==> src/design/assert_macros.svh <==
// assertion macros shared by the frame rate meter modules
// no dependencies; each macro expands to one labelled concurrent assertion
`ifndef ASSERT_MACROS_SVH
`define ASSERT_MACROS_SVH

// expression must hold at every clock edge outside reset
`define ASSERT_ALWAYS(label, clk, rst, expr, msg) \
   label: assert property (@(posedge clk) disable iff (rst) (expr)) else $error(msg);

// consequent must hold in the same cycle as the antecedent
`define ASSERT_IMPLY(label, clk, rst, ante, cons, msg) \
   label: assert property (@(posedge clk) disable iff (rst) (ante) |-> (cons)) else $error(msg);

// consequent must hold in the cycle after the antecedent
`define ASSERT_NEXT(label, clk, rst, ante, cons, msg) \
   label: assert property (@(posedge clk) disable iff (rst) (ante) |=> (cons)) else $error(msg);

`endif

==> src/design/frm_pkg.sv <==
// shared widths, constants and types of the frame rate meter
// no dependencies
`default_nettype none

package frm_pkg;

   localparam int STAMP_W   = 63;
   localparam int REG_W     = 40;
   localparam int RATE_W    = 22;
   localparam int WINDOW    = 32;
   localparam int DIGITS    = 4;
   localparam int FRAC_BITS = 8;
   localparam int POS_W     = $clog2(WINDOW);
   // (WINDOW-1) * ticks_per_second * 2^FRAC_BITS
   localparam int NUM_W     = REG_W + POS_W + FRAC_BITS;
   localparam int CNT_W     = $clog2(NUM_W + 1);
   localparam int CSR_IDX_W = 1;

   localparam logic [RATE_W-1:0] MAX_Q    = RATE_W'((10 ** DIGITS - 1) * (2 ** FRAC_BITS));
   localparam logic [RATE_W-1:0] OFFSET_Q = RATE_W'(77);

   localparam logic [REG_W-1:0] TPS_RESET     = REG_W'(10000000);
   localparam logic [REG_W-1:0] REFRESH_RESET = REG_W'(5000000);

   localparam logic [CSR_IDX_W-1:0] CSR_TICKS_PER_SECOND = 1'b0;
   localparam logic [CSR_IDX_W-1:0] CSR_REFRESH_TICKS    = 1'b1;

   typedef enum logic [2:0] {
      FRM_IDLE,
      FRM_CHECK,
      FRM_SPAN,
      FRM_DIV,
      FRM_OUT
   } frm_state_type;

   typedef struct packed {
      logic              done;
      logic              ovf;
      logic [RATE_W-1:0] quot;
   } frm_div_res_type;

endpackage

`default_nettype wire

==> src/design/frm_req_if.sv <==
// request channel carrying one frame stamp
// depends on frm_pkg
`default_nettype none

interface frm_req_if;
   logic                        valid;
   logic                        ready;
   logic [frm_pkg::STAMP_W-1:0] frame_stamp;

   modport source (output valid, output frame_stamp, input ready);
   modport sink (input valid, input frame_stamp, output ready);
endinterface

`default_nettype wire

==> src/design/frm_rsp_if.sv <==
// response channel carrying the displayed rate and the refresh flag
// depends on frm_pkg
`default_nettype none

interface frm_rsp_if;
   logic                       valid;
   logic                       ready;
   logic [frm_pkg::RATE_W-1:0] rate_fixed;
   logic                       refreshed;

   modport source (output valid, output rate_fixed, output refreshed, input ready);
   modport sink (input valid, input rate_fixed, input refreshed, output ready);
endinterface

`default_nettype wire

==> src/design/frm_ram.sv <==
// generic single write port, single read port ram with registered read
// no dependencies
`default_nettype none

module frm_ram #(
   parameter int WIDTH = 8,
   parameter int DEPTH = 16
) (
   input  wire logic                     clock,
   input  wire logic                     wr_en,
   input  wire logic [$clog2(DEPTH)-1:0] wr_addr,
   input  wire logic [WIDTH-1:0]         wr_data,
   input  wire logic                     rd_en,
   input  wire logic [$clog2(DEPTH)-1:0] rd_addr,
   output logic      [WIDTH-1:0]         rd_data
);

   logic [WIDTH-1:0] mem_ff [DEPTH];
   logic [WIDTH-1:0] rd_data_ff;

   always_ff @(posedge clock) begin
      if (wr_en) begin
         mem_ff[wr_addr] <= wr_data;
      end
      if (rd_en) begin
         rd_data_ff <= mem_ff[rd_addr];
      end
   end

   assign rd_data = rd_data_ff;

endmodule

`default_nettype wire

==> src/design/frm_div.sv <==
// restoring divider, one quotient bit per cycle, saturation flag for wide quotients
// depends on frm_pkg and assert_macros.svh
`default_nettype none
`include "assert_macros.svh"

module frm_div (
   input  wire logic                          clock,
   input  wire logic                          reset,
   input  wire logic                          start,
   input  wire logic [frm_pkg::NUM_W-1:0]     num,
   input  wire logic [frm_pkg::STAMP_W-1:0]   den,
   output frm_pkg::frm_div_res_type           res
);

   logic                          busy_ff;
   logic                          done_ff;
   logic [frm_pkg::CNT_W-1:0]     cnt_ff;
   logic [frm_pkg::NUM_W-1:0]     num_ff;
   logic [frm_pkg::STAMP_W-1:0]   rem_ff;
   logic [frm_pkg::STAMP_W-1:0]   den_ff;
   logic [frm_pkg::RATE_W-1:0]    quot_ff;
   logic                          ovf_ff;

   logic [frm_pkg::STAMP_W:0]     trial;
   logic [frm_pkg::STAMP_W:0]     trial_sub;
   logic                          ge;
   logic [frm_pkg::STAMP_W-1:0]   rem_in;

   always_comb begin
      trial     = {rem_ff, num_ff[frm_pkg::NUM_W-1]};
      trial_sub = trial - {1'b0, den_ff};
      ge        = (trial >= {1'b0, den_ff});
      // remainder stays below the divisor, so the top bit drops out
      rem_in    = ge ? trial_sub[frm_pkg::STAMP_W-1:0] : trial[frm_pkg::STAMP_W-1:0];
   end

   always_ff @(posedge clock) begin
      if (reset) begin
         busy_ff <= 1'b0;
         done_ff <= 1'b0;
         cnt_ff  <= '0;
      end else begin
         done_ff <= 1'b0;
         if (start) begin
            busy_ff <= 1'b1;
            cnt_ff  <= frm_pkg::CNT_W'(frm_pkg::NUM_W);
            num_ff  <= num;
            den_ff  <= den;
            rem_ff  <= '0;
            quot_ff <= '0;
            ovf_ff  <= 1'b0;
         end else if (busy_ff) begin
            num_ff  <= {num_ff[frm_pkg::NUM_W-2:0], 1'b0};
            rem_ff  <= rem_in;
            quot_ff <= {quot_ff[frm_pkg::RATE_W-2:0], ge};
            // a one leaving the top means the quotient is beyond the output range
            ovf_ff  <= ovf_ff | quot_ff[frm_pkg::RATE_W-1];
            cnt_ff  <= cnt_ff - 1'b1;
            if (cnt_ff == frm_pkg::CNT_W'(1)) begin
               busy_ff <= 1'b0;
               done_ff <= 1'b1;
            end
         end
      end
   end

   always_comb begin
      res.done = done_ff;
      res.ovf  = ovf_ff;
      res.quot = quot_ff;
   end

   `ASSERT_IMPLY(a_no_restart, clock, reset, start, !busy_ff, "divider started while busy")
   `ASSERT_IMPLY(a_busy_count, clock, reset, busy_ff, cnt_ff != '0, "divider busy with zero count")

endmodule

`default_nettype wire

==> src/design/frame_rate_meter_top.sv <==
// frame rate meter top level: stamp ring, refresh check, rate update and output register
// depends on frm_pkg, frm_req_if, frm_rsp_if, frm_ram, frm_div and assert_macros.svh
// Each request carries one frame stamp and yields exactly one response. Without a refresh
// the request goes from the check state to the output state; with a refresh and a positive
// span the bit-serial divider first steps through all 53 numerator bits, and with a refresh
// but no positive span the held rate is set to the saturated value. The next request is
// taken in the idle state after the response enters the output register, and the output
// register can wait on the receiver. The stamp ring sits in a ram with one write and one
// registered read port.
`default_nettype none
`include "assert_macros.svh"

module frame_rate_meter_top (
   input  wire logic                            clock,
   input  wire logic                            reset,
   frm_req_if.sink                              req_chan,
   frm_rsp_if.source                            rsp_chan,
   input  wire logic                            csr_write_en,
   input  wire logic [frm_pkg::CSR_IDX_W-1:0]   csr_index,
   input  wire logic [frm_pkg::REG_W-1:0]       csr_write_data
);

   frm_pkg::frm_state_type        state_ff, state_in;

   logic [frm_pkg::REG_W-1:0]     tps_ff;
   logic [frm_pkg::REG_W-1:0]     refresh_ff;
   logic [frm_pkg::POS_W-1:0]     pos_ff;
   logic [frm_pkg::POS_W-1:0]     pos_next;
   logic [frm_pkg::WINDOW-1:0]    valid_ff;
   logic                          old_valid_ff;
   logic [frm_pkg::STAMP_W-1:0]   stamp_ff;
   logic [frm_pkg::STAMP_W-1:0]   last_ff;
   logic [frm_pkg::STAMP_W:0]     diff_ff;
   logic [frm_pkg::STAMP_W:0]     span_ff;
   logic [frm_pkg::RATE_W-1:0]    held_ff;
   logic                          refr_ff;
   logic                          rsp_valid_ff;
   logic [frm_pkg::RATE_W-1:0]    rsp_rate_ff;
   logic                          rsp_refr_ff;

   logic                          accept;
   logic                          start_div;
   logic                          load_out;
   logic                          refresh_now;
   logic                          span_pos;
   logic [frm_pkg::STAMP_W-1:0]   rd_data;
   logic [frm_pkg::STAMP_W-1:0]   oldest;
   logic [frm_pkg::NUM_W-1:0]     num;
   logic [frm_pkg::RATE_W-1:0]    q_sat;
   logic [frm_pkg::RATE_W-1:0]    rate_new;
   frm_pkg::frm_div_res_type      div_res;

   assign pos_next = (pos_ff == frm_pkg::POS_W'(frm_pkg::WINDOW - 1)) ? '0 : pos_ff + 1'b1;

   // entries never written read as zero
   assign oldest      = old_valid_ff ? rd_data : '0;
   assign refresh_now = !diff_ff[frm_pkg::STAMP_W] &&
                        (diff_ff[frm_pkg::STAMP_W-1:0] >= frm_pkg::STAMP_W'(refresh_ff));
   assign span_pos    = !span_ff[frm_pkg::STAMP_W] && (span_ff[frm_pkg::STAMP_W-1:0] != '0);
   assign num         = (frm_pkg::NUM_W'(tps_ff) * frm_pkg::NUM_W'(frm_pkg::WINDOW - 1))
                        << frm_pkg::FRAC_BITS;
   assign q_sat       = (div_res.ovf || (div_res.quot > frm_pkg::MAX_Q)) ? frm_pkg::MAX_Q
                                                                        : div_res.quot;
   assign rate_new    = q_sat + frm_pkg::OFFSET_Q;

   frm_ram #(
      .WIDTH (frm_pkg::STAMP_W),
      .DEPTH (frm_pkg::WINDOW)
   ) u_ring (
      .clock   (clock),
      .wr_en   (accept),
      .wr_addr (pos_ff),
      .wr_data (req_chan.frame_stamp),
      .rd_en   (accept),
      .rd_addr (pos_next),
      .rd_data (rd_data)
   );

   frm_div u_div (
      .clock (clock),
      .reset (reset),
      .start (start_div),
      .num   (num),
      .den   (span_ff[frm_pkg::STAMP_W-1:0]),
      .res   (div_res)
   );

   always_ff @(posedge clock) begin
      if (reset) begin
         state_ff <= frm_pkg::FRM_IDLE;
      end else begin
         state_ff <= state_in;
      end
   end

   always_comb begin
      state_in  = state_ff;
      accept    = 1'b0;
      start_div = 1'b0;
      load_out  = 1'b0;
      case (state_ff)
         frm_pkg::FRM_IDLE: begin
            if (req_chan.valid) begin
               accept   = 1'b1;
               state_in = frm_pkg::FRM_CHECK;
            end
         end
         frm_pkg::FRM_CHECK: begin
            state_in = refresh_now ? frm_pkg::FRM_SPAN : frm_pkg::FRM_OUT;
         end
         frm_pkg::FRM_SPAN: begin
            if (span_pos) begin
               start_div = 1'b1;
               state_in  = frm_pkg::FRM_DIV;
            end else begin
               state_in = frm_pkg::FRM_OUT;
            end
         end
         frm_pkg::FRM_DIV: begin
            if (div_res.done) begin
               state_in = frm_pkg::FRM_OUT;
            end
         end
         frm_pkg::FRM_OUT: begin
            if (!rsp_valid_ff || rsp_chan.ready) begin
               load_out = 1'b1;
               state_in = frm_pkg::FRM_IDLE;
            end
         end
         default: begin
            state_in = frm_pkg::FRM_IDLE;
         end
      endcase
   end

   // configuration, ring bookkeeping, last refresh stamp, held rate and response valid
   always_ff @(posedge clock) begin
      if (reset) begin
         tps_ff       <= frm_pkg::TPS_RESET;
         refresh_ff   <= frm_pkg::REFRESH_RESET;
         pos_ff       <= '0;
         valid_ff     <= '0;
         last_ff      <= '0;
         held_ff      <= '0;
         rsp_valid_ff <= 1'b0;
      end else begin
         if (csr_write_en) begin
            case (csr_index)
               frm_pkg::CSR_TICKS_PER_SECOND: tps_ff     <= csr_write_data;
               frm_pkg::CSR_REFRESH_TICKS:    refresh_ff <= csr_write_data;
               default: ;
            endcase
         end
         if (accept) begin
            pos_ff           <= pos_next;
            valid_ff[pos_ff] <= 1'b1;
         end
         if ((state_ff == frm_pkg::FRM_CHECK) && refresh_now) begin
            last_ff <= stamp_ff;
         end
         if ((state_ff == frm_pkg::FRM_SPAN) && !span_pos) begin
            held_ff <= frm_pkg::MAX_Q + frm_pkg::OFFSET_Q;
         end
         if ((state_ff == frm_pkg::FRM_DIV) && div_res.done) begin
            held_ff <= rate_new;
         end
         if (load_out) begin
            rsp_valid_ff <= 1'b1;
         end else if (rsp_chan.ready) begin
            rsp_valid_ff <= 1'b0;
         end
      end
   end

   // request payload, span and refresh flag, and response payload path
   always_ff @(posedge clock) begin
      if (accept) begin
         stamp_ff     <= req_chan.frame_stamp;
         old_valid_ff <= valid_ff[pos_next];
         diff_ff      <= {1'b0, req_chan.frame_stamp} - {1'b0, last_ff};
      end
      if (state_ff == frm_pkg::FRM_CHECK) begin
         span_ff <= {1'b0, stamp_ff} - {1'b0, oldest};
         refr_ff <= refresh_now;
      end
      if (load_out) begin
         rsp_rate_ff <= held_ff;
         rsp_refr_ff <= refr_ff;
      end
   end

   assign req_chan.ready      = (state_ff == frm_pkg::FRM_IDLE);
   assign rsp_chan.valid      = rsp_valid_ff;
   assign rsp_chan.rate_fixed = rsp_rate_ff;
   assign rsp_chan.refreshed  = rsp_refr_ff;

   `ASSERT_ALWAYS(a_pos_range, clock, reset, pos_ff <= frm_pkg::POS_W'(frm_pkg::WINDOW - 1), "ring position beyond window")
   `ASSERT_ALWAYS(a_held_floor, clock, reset, (held_ff == '0) || (held_ff >= frm_pkg::OFFSET_Q), "held rate lacks offset")
   `ASSERT_NEXT(a_div_to_out, clock, reset, (state_ff == frm_pkg::FRM_DIV) && div_res.done, state_ff == frm_pkg::FRM_OUT, "divider result not forwarded")

endmodule

`default_nettype wire
==> src/flat_wrapper.sv <==
// flat-port wrapper written by rule: the top's interface ports become plain ports
module frame_rate_meter_top_flat 
  (clock, reset, csr_write_en, csr_index, csr_write_data, req_chan_valid, req_chan_frame_stamp, req_chan_ready, rsp_chan_valid, rsp_chan_rate_fixed, rsp_chan_refreshed, rsp_chan_ready);
  frm_req_if req_chan_i ();
  frm_rsp_if rsp_chan_i ();
  input  wire logic clock;
  input  wire logic reset;
  input  wire logic csr_write_en;
  input  wire logic [frm_pkg::CSR_IDX_W-1:0] csr_index;
  input  wire logic [frm_pkg::REG_W-1:0] csr_write_data;
  input wire logic [$bits(req_chan_i.valid)-1:0] req_chan_valid;
  input wire logic [$bits(req_chan_i.frame_stamp)-1:0] req_chan_frame_stamp;
  output wire logic [$bits(req_chan_i.ready)-1:0] req_chan_ready;
  output wire logic [$bits(rsp_chan_i.valid)-1:0] rsp_chan_valid;
  output wire logic [$bits(rsp_chan_i.rate_fixed)-1:0] rsp_chan_rate_fixed;
  output wire logic [$bits(rsp_chan_i.refreshed)-1:0] rsp_chan_refreshed;
  input wire logic [$bits(rsp_chan_i.ready)-1:0] rsp_chan_ready;
  assign req_chan_i.valid = req_chan_valid;
  assign req_chan_i.frame_stamp = req_chan_frame_stamp;
  assign req_chan_ready = req_chan_i.ready;
  assign rsp_chan_valid = rsp_chan_i.valid;
  assign rsp_chan_rate_fixed = rsp_chan_i.rate_fixed;
  assign rsp_chan_refreshed = rsp_chan_i.refreshed;
  assign rsp_chan_i.ready = rsp_chan_ready;
  frame_rate_meter_top u_core (.clock(clock), .reset(reset), .req_chan(req_chan_i), .rsp_chan(rsp_chan_i), .csr_write_en(csr_write_en), .csr_index(csr_index), .csr_write_data(csr_write_data));
endmodule
==> config.mk <==
export PLATFORM = sky130hd
export DESIGN_NAME = frame_rate_meter_top_flat
export DESIGN_NICKNAME = d
export VERILOG_FILES = /design/src/design/frm_pkg.sv /design/src/design/frm_req_if.sv /design/src/design/frm_rsp_if.sv /design/src/design/frm_ram.sv /design/src/design/frm_div.sv /design/src/design/frame_rate_meter_top.sv /design/src/flat_wrapper.sv
export VERILOG_INCLUDE_DIRS = /design/src /design/src/design
export SDC_FILE = /design/constraint.sdc
export NUM_CORES = 2
export LEC_CHECK = 0
export BUFFER_PORTS_ARGS = -buffer_cell sky130_fd_sc_hd__buf_2
export CAP_MARGIN = 30
export CORE_MARGIN = 5
export CORE_UTILIZATION = 40
export CTS_CLUSTER_DIAMETER = 120
export CTS_CLUSTER_SIZE = 24
export DETAILED_ROUTE_END_ITERATION = 8
export PLACE_DENSITY_LB_ADDON = 0.08
export SETUP_SLACK_MARGIN = 0.4
export SLEW_MARGIN = 5
export SYNTH_ARGS = -nofsm -noshare
export SYNTH_HDL_FRONTEND = slang
export SYNTH_HIERARCHICAL = 1
export SYNTH_SLANG_ARGS = --single-unit
==> constraint.sdc <==
create_clock -name clock -period 10.95 [get_ports clock]
set_input_delay 1.095 -clock clock [delete_from_list [all_inputs] [get_ports clock]]
set_output_delay 1.095 -clock clock [all_outputs]
set_load 0.05 [all_outputs]
* Word level (Yosys, flattened, before mapping) *
Memories as Yosys holds them, arrays and structs flattened. A register that Yosys moved wholly into a read port is not among the register bits.
Cells that the tools add are included.

word-level totals
  memory bits (writable) = 2016
  word-level logic and storage cells = 114
  register bits after elaboration = 631
  memories = 1

memory list
  memory                words  width  rd ports  clocked after memory_dff  write ports  line           text
  u_core.u_ring.mem_ff  32     63     1         1                         1            frm_ram.sv:18  logic [WIDTH-1:0] mem_ff [DEPTH];

cells by class
  reduce and logical (&&, ||, !) cells = 24
  bitwise gates (word level) = 5
  eq/ne operators = 9
  $mul = 1
  $lt $le $gt $ge = 6
  add/subtract/negate cells = 6
  multiplexer cells = 37

operators by type and width
  operator                                                                      count
  63-bit two-way mux                                                            3
  63-bit by 63-bit subtractor with 64-bit output                                2
  53-bit two-way mux                                                            2
  22-bit two-way mux                                                            4
  64-bit by 63-bit >= comparator with 1-bit output                              1
  63-bit by 40-bit >= comparator with 1-bit output                              1
  63-bit nonzero test                                                           1
  63-bit subtractor                                                             1
  40-bit by 5-bit multiplier with 45-bit output, second input constant          1
  32-bit bitwise OR                                                             1
  22-bit by 7-bit adder with 22-bit output, second input constant               1
  22-bit greater-than comparator, second input constant                         1
  1-bit two-way mux                                                             17
  3-bit two-way mux                                                             5
  3-bit one-hot mux with 5 select lines                                         1
  5-bit by 6-bit less-than comparator with 1-bit output, second input constant  2
  6-bit two-way mux                                                             2
  2-bit AND reduction                                                           4
  3-bit by 2-bit == test with 1-bit output, second input constant               2
  6-bit by 1-bit == test with 1-bit output, second input constant               1
  1-bit logical AND                                                             6
  2-bit nonzero test                                                            3
  6-bit by 1-bit subtractor with 6-bit output, second input constant            1
  5-bit by 1-bit adder with 5-bit output, second input constant                 1
  17 further kinds                                                              24

* Depth between registers and ports, before layout *
  word-level depth = 6
  depth in mapped cells = 20

* Cells and area by module *
The synthesis kept the hierarchy.

by module, submodules not included
  module                cells each  times used  area each (um^2)
  frm_ram               3055        1           78435.2
  frame_rate_meter_top  3205        1           29344.4
  frm_div               1176        1           12419.4

* Worst setup path before layout *
OpenSTA, ideal clock, no wires.

  kind = register to register
  start point = reg u_core.state_ff[1]
  end point = mem u_core/u_ring/mem_ff[14][0] (netlist name), enable pin
  setup time = 0.485 ns
  setup slack = 0.510 ns
  buffers on the path = 1
  arrival = 9.955 ns
  cell stages (with the launch flop) = 7
  path through = dfxtp_1 -> clkbuf_1 -> nor3_1 -> nand2_1 -> inv_1 -> nand3b_1 -> nor2_1

on the way
  longest elaborated chain between the ends = 4

ends and longest elaborated chain
  element                                  line                         text
  start, declared                          frame_rate_meter_top.sv:23   frm_pkg::frm_state_type state_ff, state_in;
  start signal, assigned                   frame_rate_meter_top.sv:90   state_ff <= frm_pkg::FRM_IDLE;
  start signal, assigned                   frame_rate_meter_top.sv:92   state_ff <= state_in;
  3-bit logical NOT                        --
  named net req_chan_ready                 flat_wrapper.sv:13           output wire logic [$bits(req_chan_i.ready)-1:0] req_chan_ready;
  1-bit two-way mux                        frame_rate_meter_top.sv:101  case (state_ff)
  named net u_core.accept                  frame_rate_meter_top.sv:41   logic accept;
  1-bit two-way mux                        frm_ram.sv:22                if (wr_en) begin
  1-bit two-way mux (implied by the code)  frm_ram.sv:23                mem_ff[wr_addr] <= wr_data;
  end, declared                            frm_ram.sv:18

The timed path passes the listed nets, and every way through them passes these cells.

* Worst setup path after layout *
  start point = reg u_core/tps_ff[8] (netlist name)
  end point = reg u_core/u_div/num_ff[45] (netlist name) (data pin)

on the way
  longest elaborated chain between the ends = 2

ends and longest elaborated chain
  element                                        line                         text
  start, declared                                frame_rate_meter_top.sv:25   logic [frm_pkg::REG_W-1:0] tps_ff;
  start signal, assigned                         frame_rate_meter_top.sv:139  tps_ff <= frm_pkg::TPS_RESET;
  start signal, assigned                         frame_rate_meter_top.sv:149  frm_pkg::CSR_TICKS_PER_SECOND: tps_ff <= csr_write_data;
  40-bit by 5-bit multiplier with 45-bit output  frame_rate_meter_top.sv:60   assign num = (frm_pkg::NUM_W'(tps_ff) * frm_pkg::NUM_W'(frm_pkg::WINDOW - 1))
  named net u_core.num, one bit                  frame_rate_meter_top.sv:48   logic [frm_pkg::NUM_W-1:0] num;
  53-bit two-way mux                             frm_div.sv:44                if (start) begin
  end signal, assigned                           frm_div.sv:47                num_ff <= num;
  end signal, assigned                           frm_div.sv:53                num_ff <= {num_ff[frm_pkg::NUM_W-2:0], 1'b0};
  end, declared                                  frm_div.sv:18                logic [frm_pkg::NUM_W-1:0] num_ff;

The timed path passes the listed nets, and every way through them passes these cells.
A chain may end at the register's enable or synchronous reset.

==> flow_metrics.env <==
export IMPL_fin_skew_ns=0.0517
export IMPL_cts_tree="yes"
export IMPL_drt_pass1_iter_count=5
export IMPL_cp_max_fo=8
export IMPL_wl_per_cell_um=29.1
export IMPL_ys_flop_type="edfxtp_1"
export IMPL_finalSetupViolCount=0
export IMPL_p_sw_share_pct=31.2
export IMPL_grt_start_max_net_pins=111
export IMPL_max_freq_mhz=176
export IMPL_status="complete, no violations"
export IMPL_regArea_um2=79300
export IMPL_start_util_pct=40.1
export IMPL_fin_crit_ns=5.70
export IMPL_gp_congestion=0.870
export IMPL_synth_edf_count=2497
export IMPL_clkTransAtPathRegs_ns=0.11
export IMPL_grt_overflow=0
export IMPL_port_buffers=133
export IMPL_seqPwrFrac_pct=49.6
export IMPL_cts_hold_buf=0
export IMPL_clock_sinks=2711
export IMPL_grtUsageTotal_pct=21.4
export IMPL_grt_pass1_vias=66600
export IMPL_critical_path_required_ns=11.52
export IMPL_htree_levels=4
export IMPL_cts_buffers=139
export IMPL_fp_dieH_um=558
export IMPL_p_int_mw=17.7
export IMPL_design_core_area_um2=300000
export IMPL_antenna_left=0
export IMPL_cp_end_kind="register"
export IMPL_viasPerCell=5.68
export IMPL_wl_um=337000
export IMPL_hpwlAfterDp_um=217000
export IMPL_fin_crit_sh_pct=52.0
export IMPL_grt_setup_unrepaired="false"
export IMPL_cts_resized=0
export IMPL_fin_util_pct=43.4
export IMPL_fp_row_count=201
export IMPL_synth_async_reset_ratio_pct=0
export IMPL_area_growth_pct=8.27
export IMPL_drt_iter0_drc=6398
export IMPL_grt_pass1_wl_um=486000
export IMPL_vias=65700
export IMPL_fillers=26400
export IMPL_power_leakage_nw=43.3
export IMPL_max_slew_margin_rel_pct=18.5
export IMPL_max_cap_violations=0
export IMPL_drv_slew=0
export IMPL_die_w_um=558
export IMPL_remaining_drc_errors=0
export IMPL_hold_viol=0
export IMPL_p_clk_share_pct=22.7
export IMPL_ys_ff_latch=2711
export IMPL_p_sw_mw=8.01
export IMPL_num_io_pins=134
export IMPL_crit_type="register to register"
export IMPL_dieArea_um2=312000
export IMPL_p_per_area_nw_per_um2=197
export IMPL_clk_latency_ns=0.86
export IMPL_worst_hold_slack_ns=0.440
export IMPL_layout_drive_gt1_share_pct=17.1
export IMPL_tightest_slew_ns=1.22
export IMPL_yosysUniqueCellTypes=101
export IMPL_postCtsSetupBuffers=0
export IMPL_clockBufferDepth=4
export IMPL_arrival_ns=6.27
export IMPL_synthCells=7436
export IMPL_synth_area_per_cell_um2=16.2
export IMPL_synth_warnings=6
export IMPL_multi_input_area_um2=37800
export IMPL_synthesis_area_um2=120000
export IMPL_p_comb_share_pct=27.7
export IMPL_hold_class="register to register"
export IMPL_ys_seq_area_share_pct=65.9
export IMPL_setup_tns_ns=0
export IMPL_antenna_found_initial=56
export IMPL_final_nets=8066
export IMPL_ir_drop_uv=132
export IMPL_startpoint_type="register"
export IMPL_root_buffer="clkbuf_16"
[power by group through the flow]
stage / sequential [mW] / clock (mW) / combinational, mW
6_report: 12.8 / 5.83 / 7.12
5_1_grt: 12.8 / 6.40 / 7.76
4_1_cts: 12.8 / 6.07 / 7.20
3_5_place_dp: 13.0 / 0 / 7.17
3_3_place_gp: 13.0 / 0 / 7.14
2_1_floorplan: 12.8 / 0 / 4.98
[routing by layer]
metal / vias up / share of wire (%) / GRT usage [%]
met5: - / 0.015 / 0
met2: 1618 / 48 / 35.5
li1: 28700 / - / -
met4: 8 / 2.3 / 4.67
met3: 342 / 4.7 / 2.21
met1: 35100 / 45 / 30.6
[stage by stage]
step	total power, mW	cell area, µm²	setup slack [ns]	cells
after global placement	20.1	126000	5.30	11400
after floorplan	17.8	120000	0.510	7443
final	25.7	130000	5.25	11600
after CTS	26.0	130000	5.24	11600
after global routing	27.0	130000	4.86	11600
after detailed placement	20.2	126000	5.19	11400
[Yosys cell counts, types with 35 or more instances]
master	number	area [µm²]
a211oi_1	42	315
a21o_1	152	1140
a21oi_1	410	2050
buf_2	66	330
buf_4	46	345
clkbuf_1	195	732
dfxtp_1	214	4280
edfxtp_1	2497	75000
fa_1	116	2320
ha_1	289	3620
inv_1	501	1880
mux2_2	125	1410
mux2i_1	122	1220
mux4_2	600	13500
nand2_1	416	1560
nand2b_1	157	982
nand3_1	65	325
nand4_1	68	425
nor2_1	331	1240
nor2b_1	51	319
nor3_1	50	250
nor4_1	35	219
o21a_1	35	263
o21ai_0	135	676
o21bai_1	49	368
xnor2_1	131	1150
xor2_1	85	744
[cells in the final DEF (no fill, tap or decap), types with 131 or more instances in the layout]
cell,instances
clkbuf_16,146
inv_1,499
buf_4,165
mux4_2,600
edfxtp_1,2497
ha_1,287
nand2_1,416
o21ai_0,135
nand2b_1,157
nor2_1,294
a21o_1,152
xnor2_1,131
a21oi_1,410
dfxtp_1,214
buf_2,132
[cells by family (layout without fill, tap and decap cells)]
group	count (synthesis)	after routing	share of synthesized area, %
adder cells (fa/ha/maj)	405	405	4.94
buffers and inverters	844	1002	2.89
multiplexers	847	847	13.4
AO/OA/AOI/OAI	1076	1076	5.78
other	1	22	0.00312
XOR/XNOR	216	216	1.57
AND/OR/NAND/NOR	1336	1336	5.43
flip-flops	2711	2711	65.9
[worst paths after layout]
path | slack (ns) | to | cells after the start | start
max | 5.25 | u_core/u_div/num_ff[45] | 19 | u_core/tps_ff[8]
min | 0.44 | u_core/rsp_chan.rate_fixed[8] | 0 | u_core/held_ff[8]
max reg2reg | 5.25 | u_core/u_div/num_ff[45] | 19 | u_core/tps_ff[8]
min reg2reg | 0.44 | u_core/rsp_chan.rate_fixed[8] | 0 | u_core/held_ff[8]
[critical path, stage by stage (launching register included)]
cell	delay [ns]
dfxtp_1	0.40
inv_1	0.16
fa_1	0.56
inv_1	0.05
fa_1	0.50
inv_1	0.05
fa_1	0.50
inv_1	0.04
ha_1	0.38
nand4_1	0.20
nor2_1	0.14
o21ai_0	0.09
a21oi_1	0.28
o41ai_2	0.18
o31ai_1	0.38
a41oi_2	0.29
o41ai_4	0.58
a311oi_1	0.23
xnor2_1	0.16
mux2_2	0.27
[registers in the layout (all words and copies together), names as in the netlist, 5 cells and up]
name and cells:
u_core/u_div/quot_ff 22, u_core/u_ring/mem_ff 2016, u_core/u_div/rem_ff 63, u_core/u_ring/rd_data 63, u_core/span_ff 64, u_core/rsp_chan.rate_fixed 22, u_core/refresh_ff 40, u_core/u_div/den_ff 63
u_core/last_ff 63, u_core/u_div/cnt_ff 6, u_core/valid_ff 32, u_core/pos_ff 5, u_core/stamp_ff 63, u_core/diff_ff 64, u_core/tps_ff 40, u_core/held_ff 22
u_core/u_div/num_ff 53
[layout make-up]
cell class / instances / area share [%]
flip-flops and latches: 2711 / 60.9
clock inverters: 18 / 0.180
repair buffers: 310 / 1.69
multi-input cells: 3888 / 29.1
diodes: 14 / 0.0269
clock buffers: 172 / 2.88
inverters: 502 / 1.45
well taps: 3958 / 3.81
Power figures use the tool's default switching activity.
